File: config.mk
export PLATFORM = sky130hd
export DESIGN_NAME = calendar_date_arithmetic
export DESIGN_NICKNAME = d
export VERILOG_FILES = /design/src/cda_pkg.sv /design/src/cda_div.sv /design/src/cda_dp.sv /design/src/cda_ctrl.sv /design/src/calendar_date_arithmetic.sv
export SDC_FILE = /design/constraint.sdc
export NUM_CORES = 2
export LEC_CHECK = 0
export ABC_CLOCK_PERIOD_IN_PS = 22000
export BUFFER_PORTS_ARGS = -buffer_cell sky130_fd_sc_hd__buf_4
export CAP_MARGIN = 20
export CORE_MARGIN = 10
export CORE_UTILIZATION = 35
export DETAILED_ROUTE_END_ITERATION = 7
export GPL_ROUTABILITY_DRIVEN = 0
export PLACE_DENSITY = 0.54
export RECOVER_POWER = 25
export SYNTH_ARGS = -nofsm -noshare
export SYNTH_HDL_FRONTEND = slang
export SYNTH_SLANG_ARGS = --single-unit
File: constraint.sdc
create_clock -name clk -period 22 [get_ports clk]
set_clock_uncertainty 0.05 [all_clocks]
set_input_delay 3.3 -clock clk [delete_from_list [all_inputs] [get_ports clk]]
set_output_delay 3.3 -clock clk [all_outputs]
set_load 0.03 [all_outputs]
File: src/cda_pkg.sv
// Shared types, codes and calendar helper functions for the date arithmetic block.
// No dependencies; every other file in src but cda_chk imports this package.
package cda_pkg;

  localparam int NW = 23;   // day numbers and month counts fit in 23 bits
  localparam int SW = 25;   // signed working width for sums with the amount

  typedef enum logic [2:0] {
    REQ_LOAD   = 3'd0,
    REQ_DAYS   = 3'd1,
    REQ_MONTHS = 3'd2,
    REQ_YEARS  = 3'd3,
    REQ_NEXTWD = 3'd4
  } req_t;

  typedef enum logic [1:0] {
    ST_OK      = 2'd0,
    ST_BADDATE = 2'd1,
    ST_RANGE   = 2'd2
  } status_t;

  typedef enum logic [4:0] {
    S_IDLE, S_DISPATCH, S_LOAD, S_YADD, S_DN_ADD, S_DN_NEXT, S_RANGE,
    S_DIV_YR, S_WAIT_YR, S_YEAR, S_MWALK, S_DIV_WD, S_WAIT_WD, S_SKIP,
    S_MT, S_MCHK, S_DIV_MON, S_WAIT_MON, S_MSET, S_OUT_DN, S_DIV_OWD,
    S_WAIT_OWD, S_SAVE_WD, S_DIV_DOY, S_WAIT_DOY, S_WEEK, S_EMIT
  } state_t;

  typedef enum logic [4:0] {
    C_NOP, C_CAPTURE, C_LOAD, C_YADD, C_DN_ADD, C_DN_NEXT, C_SET_ERR,
    C_DIV_YR, C_YEAR, C_MSTEP, C_SETDAY, C_DIV_N, C_SKIP, C_MT, C_DIV_MON,
    C_MSET, C_OUT_DN, C_SAVE_WD, C_DIV_DOY, C_WEEK, C_EMIT
  } cmd_t;

  typedef struct packed {
    logic [2:0] req;
    logic       div_done;
    logic       range_bad;
    logic       t_neg;
    logic       walk_done;
    logic       out_valid;
  } dp_stat_t;

  localparam logic [8:0] DBM [12] = '{9'd0, 9'd31, 9'd59, 9'd90, 9'd120, 9'd151,
                                      9'd181, 9'd212, 9'd243, 9'd273, 9'd304, 9'd334};

  function automatic logic [4:0] mlen(logic [13:0] y, logic [3:0] m);
    logic [4:0] len;
    case (m)
      4'd2:                       len = (y[1:0] == 2'd0) ? 5'd29 : 5'd28;
      4'd4, 4'd6, 4'd9, 4'd11:    len = 5'd30;
      default:                    len = 5'd31;
    endcase
    return len;
  endfunction

  // day of year, 0 for January 1
  function automatic logic [8:0] doy(logic [13:0] y, logic [3:0] m, logic [4:0] d);
    logic [3:0] mi;
    logic [8:0] v;
    mi = (m >= 4'd1 && m <= 4'd12) ? m - 4'd1 : 4'd0;
    v  = DBM[mi] + 9'(d) - 9'd1;
    if (mi >= 4'd2 && y[1:0] == 2'd0) v = v + 9'd1;
    return v;
  endfunction

  function automatic logic [NW-1:0] day_num(logic [13:0] y, logic [3:0] m, logic [4:0] d);
    logic [NW-1:0] ys;
    ys = NW'(y) * NW'(365) + NW'((15'(y) + 15'd3) >> 2);
    return ys + NW'(doy(y, m, d));
  endfunction

endpackage

File: src/cda_div.sv
// Shared constant divider for 7, 12 and 1461 by reciprocal multiplication.
// Registers the operands on start, then the quotient, then the remainder with done; depends on cda_pkg.
module cda_div (
  input  logic                  clk,
  input  logic                  rst_n,
  input  logic                  start,
  input  logic [cda_pkg::NW-1:0] dividend,
  input  logic [10:0]           divisor,
  output logic                  done,
  output logic [cda_pkg::NW-1:0] quo,
  output logic [10:0]           rem
);
  import cda_pkg::*;

  localparam int QW = NW + 11;

  logic [NW-1:0] a_r, a_nxt, q_r, q_nxt;
  logic [10:0]   dvs_r, dvs_nxt, rem_r, rem_nxt;
  logic          mul_r, mul_nxt, sub_r, sub_nxt, done_r, done_nxt;
  logic [23:0]   recip;
  logic [5:0]    shift;
  logic [47:0]   prod;
  logic [QW-1:0] qd;

  // reciprocals are exact for every dividend below 2**23
  always_comb begin
    case (dvs_r)
      11'd12: begin
        recip = 24'd11184811;
        shift = 6'd27;
      end
      11'd1461: begin
        recip = 24'd5879490;
        shift = 6'd33;
      end
      default: begin
        recip = 24'd9586981;
        shift = 6'd26;
      end
    endcase
  end

  assign prod = 48'(a_r) * 48'(recip);
  assign qd   = QW'(q_r) * QW'(dvs_r);

  always_comb begin
    a_nxt    = a_r;
    dvs_nxt  = dvs_r;
    q_nxt    = q_r;
    rem_nxt  = rem_r;
    mul_nxt  = 1'b0;
    sub_nxt  = 1'b0;
    done_nxt = done_r;
    if (start) begin
      a_nxt    = dividend;
      dvs_nxt  = divisor;
      mul_nxt  = 1'b1;
      done_nxt = 1'b0;
    end else if (mul_r) begin
      q_nxt   = NW'(prod >> shift);
      sub_nxt = 1'b1;
    end else if (sub_r) begin
      rem_nxt  = 11'(QW'(a_r) - qd);
      done_nxt = 1'b1;
    end
  end

  always_ff @(posedge clk) begin
    a_r   <= a_nxt;
    dvs_r <= dvs_nxt;
    q_r   <= q_nxt;
    rem_r <= rem_nxt;
    if (!rst_n) begin
      mul_r  <= 1'b0;
      sub_r  <= 1'b0;
      done_r <= 1'b0;
    end else begin
      mul_r  <= mul_nxt;
      sub_r  <= sub_nxt;
      done_r <= done_nxt;
    end
  end

  assign done = done_r;
  assign quo  = q_r;
  assign rem  = rem_r;

endmodule

File: src/cda_dp.sv
// Datapath: date registers, day-number arithmetic, month walk and output register.
// Depends on cda_pkg and cda_div; driven by commands from cda_ctrl.
module cda_dp #(
  parameter int MAX_YEAR = 9999
) (
  input  logic              clk,
  input  logic              rst_n,
  input  cda_pkg::cmd_t     cmd,
  output cda_pkg::dp_stat_t stat,
  input  logic [47:0]       in_tdata,
  input  logic [2:0]        in_tuser,
  input  logic              out_tready,
  output logic              out_tvalid,
  output logic [31:0]       out_tdata,
  output logic [1:0]        out_tuser
);
  import cda_pkg::*;

  localparam int LAST = 365 * (MAX_YEAR + 1) + (MAX_YEAR + 4) / 4 - 1;

  logic [2:0]           req_r, req_nxt;
  logic signed [NW-1:0] amt_r, amt_nxt;
  logic [13:0]          ly_r, ly_nxt, y_r, y_nxt;
  logic [3:0]           lm_r, lm_nxt, m_r, m_nxt;
  logic [4:0]           ld_r, ld_nxt, d_r, d_nxt;
  logic signed [SW-1:0] n_r, n_nxt;
  logic [10:0]          r_r, r_nxt;
  logic [8:0]           doy_r, doy_nxt;
  logic [2:0]           wd_r, wd_nxt;
  logic [5:0]           wk_r, wk_nxt;
  logic [1:0]           st_r, st_nxt;
  logic [31:0]          od_r, od_nxt;
  logic [1:0]           ou_r, ou_nxt;
  logic                 ov_r, ov_nxt;

  logic                 div_start, div_done;
  logic [NW-1:0]        div_a, div_q;
  logic [10:0]          div_b, div_rm;

  logic signed [SW-1:0] ny_s;
  logic [24:0]          t_u;
  logic [10:0]          r2;
  logic [13:0]          yq;
  logic [3:0]           mq;
  logic [4:0]           lenq, feb_old, feb_new;

  cda_div u_div (
    .clk(clk), .rst_n(rst_n), .start(div_start), .dividend(div_a), .divisor(div_b),
    .done(div_done), .quo(div_q), .rem(div_rm)
  );

  always_comb begin
    div_start = 1'b0;
    div_a     = n_r[NW-1:0];
    div_b     = 11'd7;
    case (cmd)
      C_DIV_N:   begin div_start = 1'b1; div_a = NW'(n_r + SW'(5)); end
      C_DIV_YR:  begin div_start = 1'b1; div_b = 11'd1461; end
      C_DIV_MON: begin div_start = 1'b1; div_b = 11'd12; end
      C_DIV_DOY: begin div_start = 1'b1; div_a = NW'(doy_r); end
      default:   div_start = 1'b0;
    endcase
  end

  assign ny_s    = $signed({11'd0, y_r}) + SW'(amt_r);
  assign t_u     = 25'(y_r) * 25'd12 + 25'(m_r) - 25'd1;
  assign r2      = div_rm - 11'd366;
  assign yq      = div_q[13:0];
  assign mq      = div_rm[3:0] + 4'd1;
  assign lenq    = mlen(yq, mq);
  assign feb_old = mlen(y_r, 4'd2);
  assign feb_new = mlen(ny_s[13:0], 4'd2);

  always_comb begin
    req_nxt = req_r; amt_nxt = amt_r; ly_nxt = ly_r; lm_nxt = lm_r; ld_nxt = ld_r;
    y_nxt = y_r; m_nxt = m_r; d_nxt = d_r; n_nxt = n_r; r_nxt = r_r;
    doy_nxt = doy_r; wd_nxt = wd_r; wk_nxt = wk_r; st_nxt = st_r;
    od_nxt = od_r; ou_nxt = ou_r;
    ov_nxt = (ov_r && !out_tready);
    case (cmd)
      C_CAPTURE: begin
        req_nxt = in_tuser;
        amt_nxt = $signed(in_tdata[22:0]);
        ly_nxt  = in_tdata[36:23];
        lm_nxt  = in_tdata[40:37];
        ld_nxt  = in_tdata[45:41];
        st_nxt  = ST_OK;
      end
      C_LOAD: begin
        if (lm_r < 4'd1 || lm_r > 4'd12 || ld_r == 5'd0 || ld_r > mlen(ly_r, lm_r))
          st_nxt = ST_BADDATE;
        else if (32'(ly_r) > MAX_YEAR)
          st_nxt = ST_RANGE;
        else begin
          y_nxt = ly_r; m_nxt = lm_r; d_nxt = ld_r;
        end
      end
      C_YADD: begin
        if (ny_s < 0 || ny_s > $signed(SW'(MAX_YEAR)))
          st_nxt = ST_RANGE;
        else begin
          // keep the last day of February at the last day
          if (m_r == 4'd2 && d_r == feb_old) d_nxt = feb_new;
          y_nxt = ny_s[13:0];
        end
      end
      C_DN_ADD:  n_nxt = $signed({2'b00, day_num(y_r, m_r, d_r)}) + SW'(amt_r);
      C_DN_NEXT: n_nxt = $signed({2'b00, day_num(y_r, m_r, d_r)}) + SW'(1);
      C_SET_ERR: st_nxt = ST_RANGE;
      C_YEAR: begin
        y_nxt = {div_q[11:0], 2'b00};
        m_nxt = 4'd1;
        r_nxt = div_rm;
        if (div_rm >= 11'd366) begin
          if (r2 >= 11'd730) begin
            y_nxt = {div_q[11:0], 2'b11}; r_nxt = r2 - 11'd730;
          end else if (r2 >= 11'd365) begin
            y_nxt = {div_q[11:0], 2'b10}; r_nxt = r2 - 11'd365;
          end else begin
            y_nxt = {div_q[11:0], 2'b01}; r_nxt = r2;
          end
        end
      end
      C_MSTEP: begin
        r_nxt = r_r - 11'(mlen(y_r, m_r));
        m_nxt = m_r + 4'd1;
      end
      C_SETDAY: d_nxt = 5'(r_r + 11'd1);
      C_SKIP: begin
        // step over Saturday and Sunday
        if (div_rm[2:0] == 3'd6)      n_nxt = n_r + SW'(2);
        else if (div_rm[2:0] == 3'd0) n_nxt = n_r + SW'(1);
      end
      C_MT: n_nxt = $signed(t_u) + SW'(amt_r);
      C_MSET: begin
        if (32'(div_q) > MAX_YEAR)
          st_nxt = ST_RANGE;
        else begin
          y_nxt = yq;
          m_nxt = mq;
          d_nxt = (d_r > lenq) ? lenq : d_r;
        end
      end
      C_OUT_DN: begin
        n_nxt   = $signed({2'b00, day_num(y_r, m_r, d_r)});
        doy_nxt = doy(y_r, m_r, d_r);
      end
      C_SAVE_WD: wd_nxt = div_rm[2:0];
      C_WEEK:    wk_nxt = 6'(div_q) + 6'd1 + 6'(div_rm[2:0] > wd_r);
      C_EMIT: begin
        od_nxt = {wk_r, wd_r, d_r, m_r, y_r};
        ou_nxt = st_r;
        ov_nxt = 1'b1;
      end
      default: ;
    endcase
  end

  always_ff @(posedge clk) begin
    req_r <= req_nxt; amt_r <= amt_nxt; ly_r <= ly_nxt; lm_r <= lm_nxt; ld_r <= ld_nxt;
    n_r <= n_nxt; r_r <= r_nxt; doy_r <= doy_nxt; wd_r <= wd_nxt; wk_r <= wk_nxt;
    st_r <= st_nxt; od_r <= od_nxt; ou_r <= ou_nxt;
    if (!rst_n) begin
      y_r  <= 14'd2001;
      m_r  <= 4'd1;
      d_r  <= 5'd1;
      ov_r <= 1'b0;
    end else begin
      y_r  <= y_nxt;
      m_r  <= m_nxt;
      d_r  <= d_nxt;
      ov_r <= ov_nxt;
    end
  end

  always_comb begin
    stat.req       = req_r;
    stat.div_done  = div_done;
    stat.range_bad = (n_r < 0) || (n_r > $signed(SW'(LAST)));
    stat.t_neg     = (n_r < 0);
    stat.walk_done = (m_r == 4'd12) || (r_r < 11'(mlen(y_r, m_r)));
    stat.out_valid = ov_r;
  end

  assign out_tvalid = ov_r;
  assign out_tdata  = od_r;
  assign out_tuser  = ou_r;

endmodule

File: src/cda_ctrl.sv
// Controller: sequences one request through the datapath by commands.
// Depends on cda_pkg; status comes back from cda_dp.
module cda_ctrl (
  input  logic              clk,
  input  logic              rst_n,
  input  logic              in_tvalid,
  output logic              in_tready,
  input  logic              out_tready,
  input  cda_pkg::dp_stat_t stat,
  output cda_pkg::cmd_t     cmd
);
  import cda_pkg::*;

  state_t state_r, state_nxt;
  logic   emit_ok;

  assign emit_ok = !stat.out_valid || out_tready;

  always_comb begin
    state_nxt = state_r;
    case (state_r)
      S_IDLE:     if (in_tvalid) state_nxt = S_DISPATCH;
      S_DISPATCH: begin
        case (stat.req)
          REQ_LOAD:   state_nxt = S_LOAD;
          REQ_DAYS:   state_nxt = S_DN_ADD;
          REQ_MONTHS: state_nxt = S_MT;
          REQ_YEARS:  state_nxt = S_YADD;
          REQ_NEXTWD: state_nxt = S_DN_NEXT;
          default:    state_nxt = S_OUT_DN;
        endcase
      end
      S_LOAD, S_YADD: state_nxt = S_OUT_DN;
      S_DN_ADD:   state_nxt = S_RANGE;
      S_RANGE:    state_nxt = stat.range_bad ? S_OUT_DN : S_DIV_YR;
      S_DIV_YR:   state_nxt = S_WAIT_YR;
      S_WAIT_YR:  if (stat.div_done) state_nxt = S_YEAR;
      S_YEAR:     state_nxt = S_MWALK;
      S_MWALK:    if (stat.walk_done) state_nxt = S_OUT_DN;
      S_DN_NEXT:  state_nxt = S_DIV_WD;
      S_DIV_WD:   state_nxt = S_WAIT_WD;
      S_WAIT_WD:  if (stat.div_done) state_nxt = S_SKIP;
      S_SKIP:     state_nxt = S_RANGE;
      S_MT:       state_nxt = S_MCHK;
      S_MCHK:     state_nxt = stat.t_neg ? S_OUT_DN : S_DIV_MON;
      S_DIV_MON:  state_nxt = S_WAIT_MON;
      S_WAIT_MON: if (stat.div_done) state_nxt = S_MSET;
      S_MSET:     state_nxt = S_OUT_DN;
      S_OUT_DN:   state_nxt = S_DIV_OWD;
      S_DIV_OWD:  state_nxt = S_WAIT_OWD;
      S_WAIT_OWD: if (stat.div_done) state_nxt = S_SAVE_WD;
      S_SAVE_WD:  state_nxt = S_DIV_DOY;
      S_DIV_DOY:  state_nxt = S_WAIT_DOY;
      S_WAIT_DOY: if (stat.div_done) state_nxt = S_WEEK;
      S_WEEK:     state_nxt = S_EMIT;
      S_EMIT:     if (emit_ok) state_nxt = S_IDLE;
      default:    state_nxt = S_IDLE;
    endcase
  end

  always_comb begin
    cmd       = C_NOP;
    in_tready = 1'b0;
    case (state_r)
      S_IDLE: begin
        in_tready = 1'b1;
        if (in_tvalid) cmd = C_CAPTURE;
      end
      S_LOAD:    cmd = C_LOAD;
      S_YADD:    cmd = C_YADD;
      S_DN_ADD:  cmd = C_DN_ADD;
      S_DN_NEXT: cmd = C_DN_NEXT;
      S_RANGE:   if (stat.range_bad) cmd = C_SET_ERR;
      S_DIV_YR:  cmd = C_DIV_YR;
      S_YEAR:    cmd = C_YEAR;
      S_MWALK:   cmd = stat.walk_done ? C_SETDAY : C_MSTEP;
      S_DIV_WD:  cmd = C_DIV_N;
      S_SKIP:    cmd = C_SKIP;
      S_MT:      cmd = C_MT;
      S_MCHK:    if (stat.t_neg) cmd = C_SET_ERR;
      S_DIV_MON: cmd = C_DIV_MON;
      S_MSET:    cmd = C_MSET;
      S_OUT_DN:  cmd = C_OUT_DN;
      S_DIV_OWD: cmd = C_DIV_N;
      S_SAVE_WD: cmd = C_SAVE_WD;
      S_DIV_DOY: cmd = C_DIV_DOY;
      S_WEEK:    cmd = C_WEEK;
      S_EMIT:    if (emit_ok) cmd = C_EMIT;
      default:   cmd = C_NOP;
    endcase
  end

  always_ff @(posedge clk) begin
    if (!rst_n) begin
      state_r <= S_IDLE;
    end else begin
      state_r <= state_nxt;
    end
  end

endmodule

File: src/calendar_date_arithmetic.sv
// Top level of the calendar date arithmetic block: controller plus datapath.
// Depends on cda_pkg, cda_ctrl, cda_dp (and cda_div inside the datapath).
//
//  channel | direction | tdata                                   | tuser
//  in_     | slave     | amount, load_year, load_month, load_day | req_type
//  out_    | master    | cur_year, cur_month, cur_day, weekday,  | status
//          |           | week_number                             |
//
// One request at a time. The shared constant divider is used once for the weekday,
// once for the week number and once or twice more for day or month arithmetic;
// arithmetic on days, including the weekday step, adds a walk through the months.
// Reset (rst_n low, synchronous) sets the date to 2001-01-01 and empties the
// output register. A stalled result holds in the output register while the
// next request is already taken and worked on.
module calendar_date_arithmetic #(
  parameter int MAX_YEAR = 9999
) (
  input  logic        clk,
  input  logic        rst_n,
  input  logic        in_tvalid,
  output logic        in_tready,
  input  logic [47:0] in_tdata,   // amount[22:0], load_year[36:23], load_month[40:37],
                                  // load_day[45:41], zero fill
  input  logic [2:0]  in_tuser,   // req_type[2:0]
  output logic        out_tvalid,
  input  logic        out_tready,
  output logic [31:0] out_tdata,  // cur_year[13:0], cur_month[17:14], cur_day[22:18],
                                  // weekday[25:23], week_number[31:26]
  output logic [1:0]  out_tuser   // status[1:0]
);
  import cda_pkg::*;

  cmd_t     cmd;
  dp_stat_t stat;

  cda_ctrl u_ctrl (
    .clk(clk), .rst_n(rst_n), .in_tvalid(in_tvalid), .in_tready(in_tready),
    .out_tready(out_tready), .stat(stat), .cmd(cmd)
  );

  cda_dp #(.MAX_YEAR(MAX_YEAR)) u_dp (
    .clk(clk), .rst_n(rst_n), .cmd(cmd), .stat(stat), .in_tdata(in_tdata),
    .in_tuser(in_tuser), .out_tready(out_tready), .out_tvalid(out_tvalid),
    .out_tdata(out_tdata), .out_tuser(out_tuser)
  );

endmodule

==> summary.md <==
| Metric | Value |
|---|---|
| FP Rows | 121 |
| # H-tree levels | 1 |
| Post-CTS Setup Bufs | 0 |
| Share of cells above drive strength 1 | 5.31% |
| Slew Limit Fails | 42 |
| Top post-synthesis cells by count | inv_1 (861), ha_1 (493), fa_1 (445) |
| Dpl ws | 11.91 ns |
| CTS sink cnt | 232 |
| Total CTS buffers | 25 |
| WHS | 0.370 ns |
| Ys flop type | edfxtp_1 |
| Largest cells by area after synthesis | fa_1 (23%), ha_1 (16%), edfxtp_1 (16%), inv_1 (8.4%), xnor2_1 (4.2%) |
| Cell family with most CP delay | compound AO/OA/AOI/OAI gates |
| Worst Path Required | 22.27 ns |
| Ys async rst share | 0% |
| Violated checks | capacitance limit, slew limit |
| Placed Area | 0.0405 sq mm |
| Die Ht | 351 um |
| Ant. Diodes | 0 |
| Hold Path Stages | 0 |
| DRC | 0 |
| Tightest Pin Transition | 1.55 ns |
| Post_cts resized | 0 |
| Sequential area share after synthesis | 17.4% |
| Top cell type by total area after synthesis | fa_1 |
| Slowest cell on crit path | o311ai_1 |
| CTS max path bufs | 3 |
| Startpoint Class | register |
| Design area | 0.0413 sq mm |
| Minimum clock period | 10.13 ns |
| CTS tree | yes |
| Width of the chip | 351 um |
| Vias/cell | 5.16 |
| Final setup viols | 0 |
| Max-cap violations | 1 |
| HPWL after DPL | 93600 um |
| Most frequent cell after synthesis | inv_1 |
| Post-Syn Instances | 4242 |
| Hold Path Class | register to register |
| CTS Hold Bufs | 0 |
| Root Buffer | clkbuf_16 |
| Worst endpoint data arrival time | 10.41 ns |
| I/O Buffers | 88 |
| Worst hold path startpoint | u_dp.wk_r[3]$_DFFE_PN_ |
| CORE AREA | 0.109 sq mm |
| Worst-skew pair later-pin latency | 0.60 ns |
| Cells on worst reg2reg path | 37 |
| Drt wl/cell | 19.5 um |
| #FFs+latches synth | 232 |
| Rel. slew slack | -3.15% |
| Post-layout net count | 5253 |
| Final WS setup | 11.87 ns |
| First-pass GRT wire length | 174000 um |
| Antenna violations before repair | 1 |
| Reg clk slew, reported paths | 0.07 ns |
| Distinct cells, synth | 104 |
| DRT iter0 DRCs | 1853 |
| I/O pin total | 91 |
| Synth-to-Final Area Change | 7.91% |
| Max Clk Rate | 98.7 MHz |
| Area of the die | 0.123 sq mm |
| First-pass DRT Iterations | 6 |
| Post-route ant nets | 0 |
| Vias in the first global route | 30200 |
| Fin. Hold Viols | 0 |
| GR Overflow Total | 0 |
| Initial Util | 35.2% |
| Status | finished with violations |
| WHS Endpoint | u_dp.out_tdata[29]$_DFFE_PP_ |
| Largest fanout on the critical path | 9 |
| Largest net degree at the start of global routing | 50 |
| RSZ-0062 raised after global routing | false |
| YS warnings | 0 |
| Total track usage | 17.9% |
| Post-synthesis cell area | 0.0383 sq mm |
| Overall routed net length | 111000 um |
| Fin crit share | 46.1% |
| Yosys top cell area share | 23.3% |
| CP Buf/Inv Count | 4 |
| Most common cell on crit path | ha_1 |
| Vias | 29300 |
| Reg2reg end | u_dp.n_r[22]$_DFFE_PP_ |
| CP peak stage delay | 0.77 ns |
| Syn avg cell area | 9.02 sq um |
| R2R setup slack | 11.87 ns |
| Setup CP Type | register to register |
| Worst reg2reg startpoint | u_dp.m_r[0]$_SDFFE_PN1P_ |
| Post-synth EDFFs | 200 |
| Total negative slack | 0 ns |
| Crit end category | register |
-- layout make-up --
class	count	area (sq um)
fill	11100	67400
multi-input combinational	3006	27900
sequential	232	6650
inverter	864	3240
tap	1414	1770
timing repair buffer	131	945
clock buffer	26	629
clock inverter	19	161
-- state kept, by name (all words and copies together) (netlist names), 3 cells and up --
name / count
u_ctrl.state_r: 5
u_dp.lm_r: 4
u_dp.r_r: 11
u_dp.u_div.quo: 23
u_dp.n_r: 25
u_dp.wd_r: 3
u_dp.y_r: 14
u_dp.amt_r: 23
u_dp.m_r: 4
u_dp.req_r: 3
u_dp.u_div.rem: 11
u_dp.out_tdata: 32
u_dp.doy_r: 9
u_dp.d_r: 5
u_dp.ld_r: 5
u_dp.ly_r: 14
u_dp.u_div.a_r: 23
u_dp.wk_r: 6
u_dp.u_div.dvs_r: 4
-- worst register-to-register path: cells and delay by family, from the launching register on --
kind,cells,cell delay (ns)
AOI/OAI and AO/OA,9,2.78
xor gates and xnor gates,3,1.56
buffers and inverters,4,0.58
adders and majority gates,6,1.64
muxes,1,0.16
and+or+nand+nor,14,2.52
DFF,1,0.56
-- logic make-up (layout without fill, tap and decap cells) --
family	Yosys count	after routing	share of synthesized area, %
adder cells (fa/ha/maj)	938	938	39.4
multiplexers	19	19	0.504
AO/OA/AOI/OAI	803	803	13.9
XOR/XNOR	274	274	6.41
buffers and inverters	1005	1040	9.90
other	1	2	0.00980
AND/OR/NAND/NOR	970	970	12.5
flip-flops	232	232	17.4
-- how the worst max path moves through the flow --
stage | startpoint | endpoint | slack, ns | cells past startpoint
finish | u_dp.m_r[0]$_SDFFE_PN1P_ | u_dp.n_r[22]$_DFFE_PP_ | 11.87 | 37
global route | u_dp.m_r[0]$_SDFFE_PN1P_ | u_dp.n_r[22]$_DFFE_PP_ | 11.16 | 36
CTS | u_dp.m_r[0]$_SDFFE_PN1P_ | u_dp.n_r[22]$_DFFE_PP_ | 11.85 | 36
detailed placement | u_dp.m_r[0]$_SDFFE_PN1P_ | u_dp.n_r[22]$_DFFE_PP_ | 11.91 | 36
global placement | u_dp.m_r[0]$_SDFFE_PN1P_ | u_dp.n_r[22]$_DFFE_PP_ | 11.97 | 36
floorplan | u_dp.u_div.dvs_r[8]$_SDFFCE_PP0P_ | u_dp.u_div.quo[11]$_DFFE_PP_ | 13.45 | 31
-- cell usage in the layout, fill, tap and decap left out, types with 89 or more instances in the layout --
master	count
inv_1	861
ha_1	493
fa_1	445
nand2_1	296
a21oi_1	224
nor2_1	217
edfxtp_1	200
xnor2_1	185
o21ai_0	165
buf_4	115
nand3_1	89
-- layer usage --
| layer | vias to the layer above | routed length [um] | global-route usage [%] |
|---|---|---|---|
| met2 | 691 | 54700 | 31.7 |
| met5 | - | 0 | 0 |
| li1 | 14200 | - | - |
| met1 | 14300 | 47900 | 23.2 |
| met3 | 140 | 4880 | 1.48 |
| met4 | 0 | 3290 | 5.21 |
-- stage by stage --
stage | std cells | util (%)
floorplan | 4243 | -
global placement | 5641 | 37.3
detailed placement | 5643 | 37.3
CTS | 5688 | 38.0
global route | 5692 | 38.0
finish | 5692 | 38.0
Power is not shown: default switching activity piles up to over one toggle a cycle in this logic, so the estimate is an artifact.
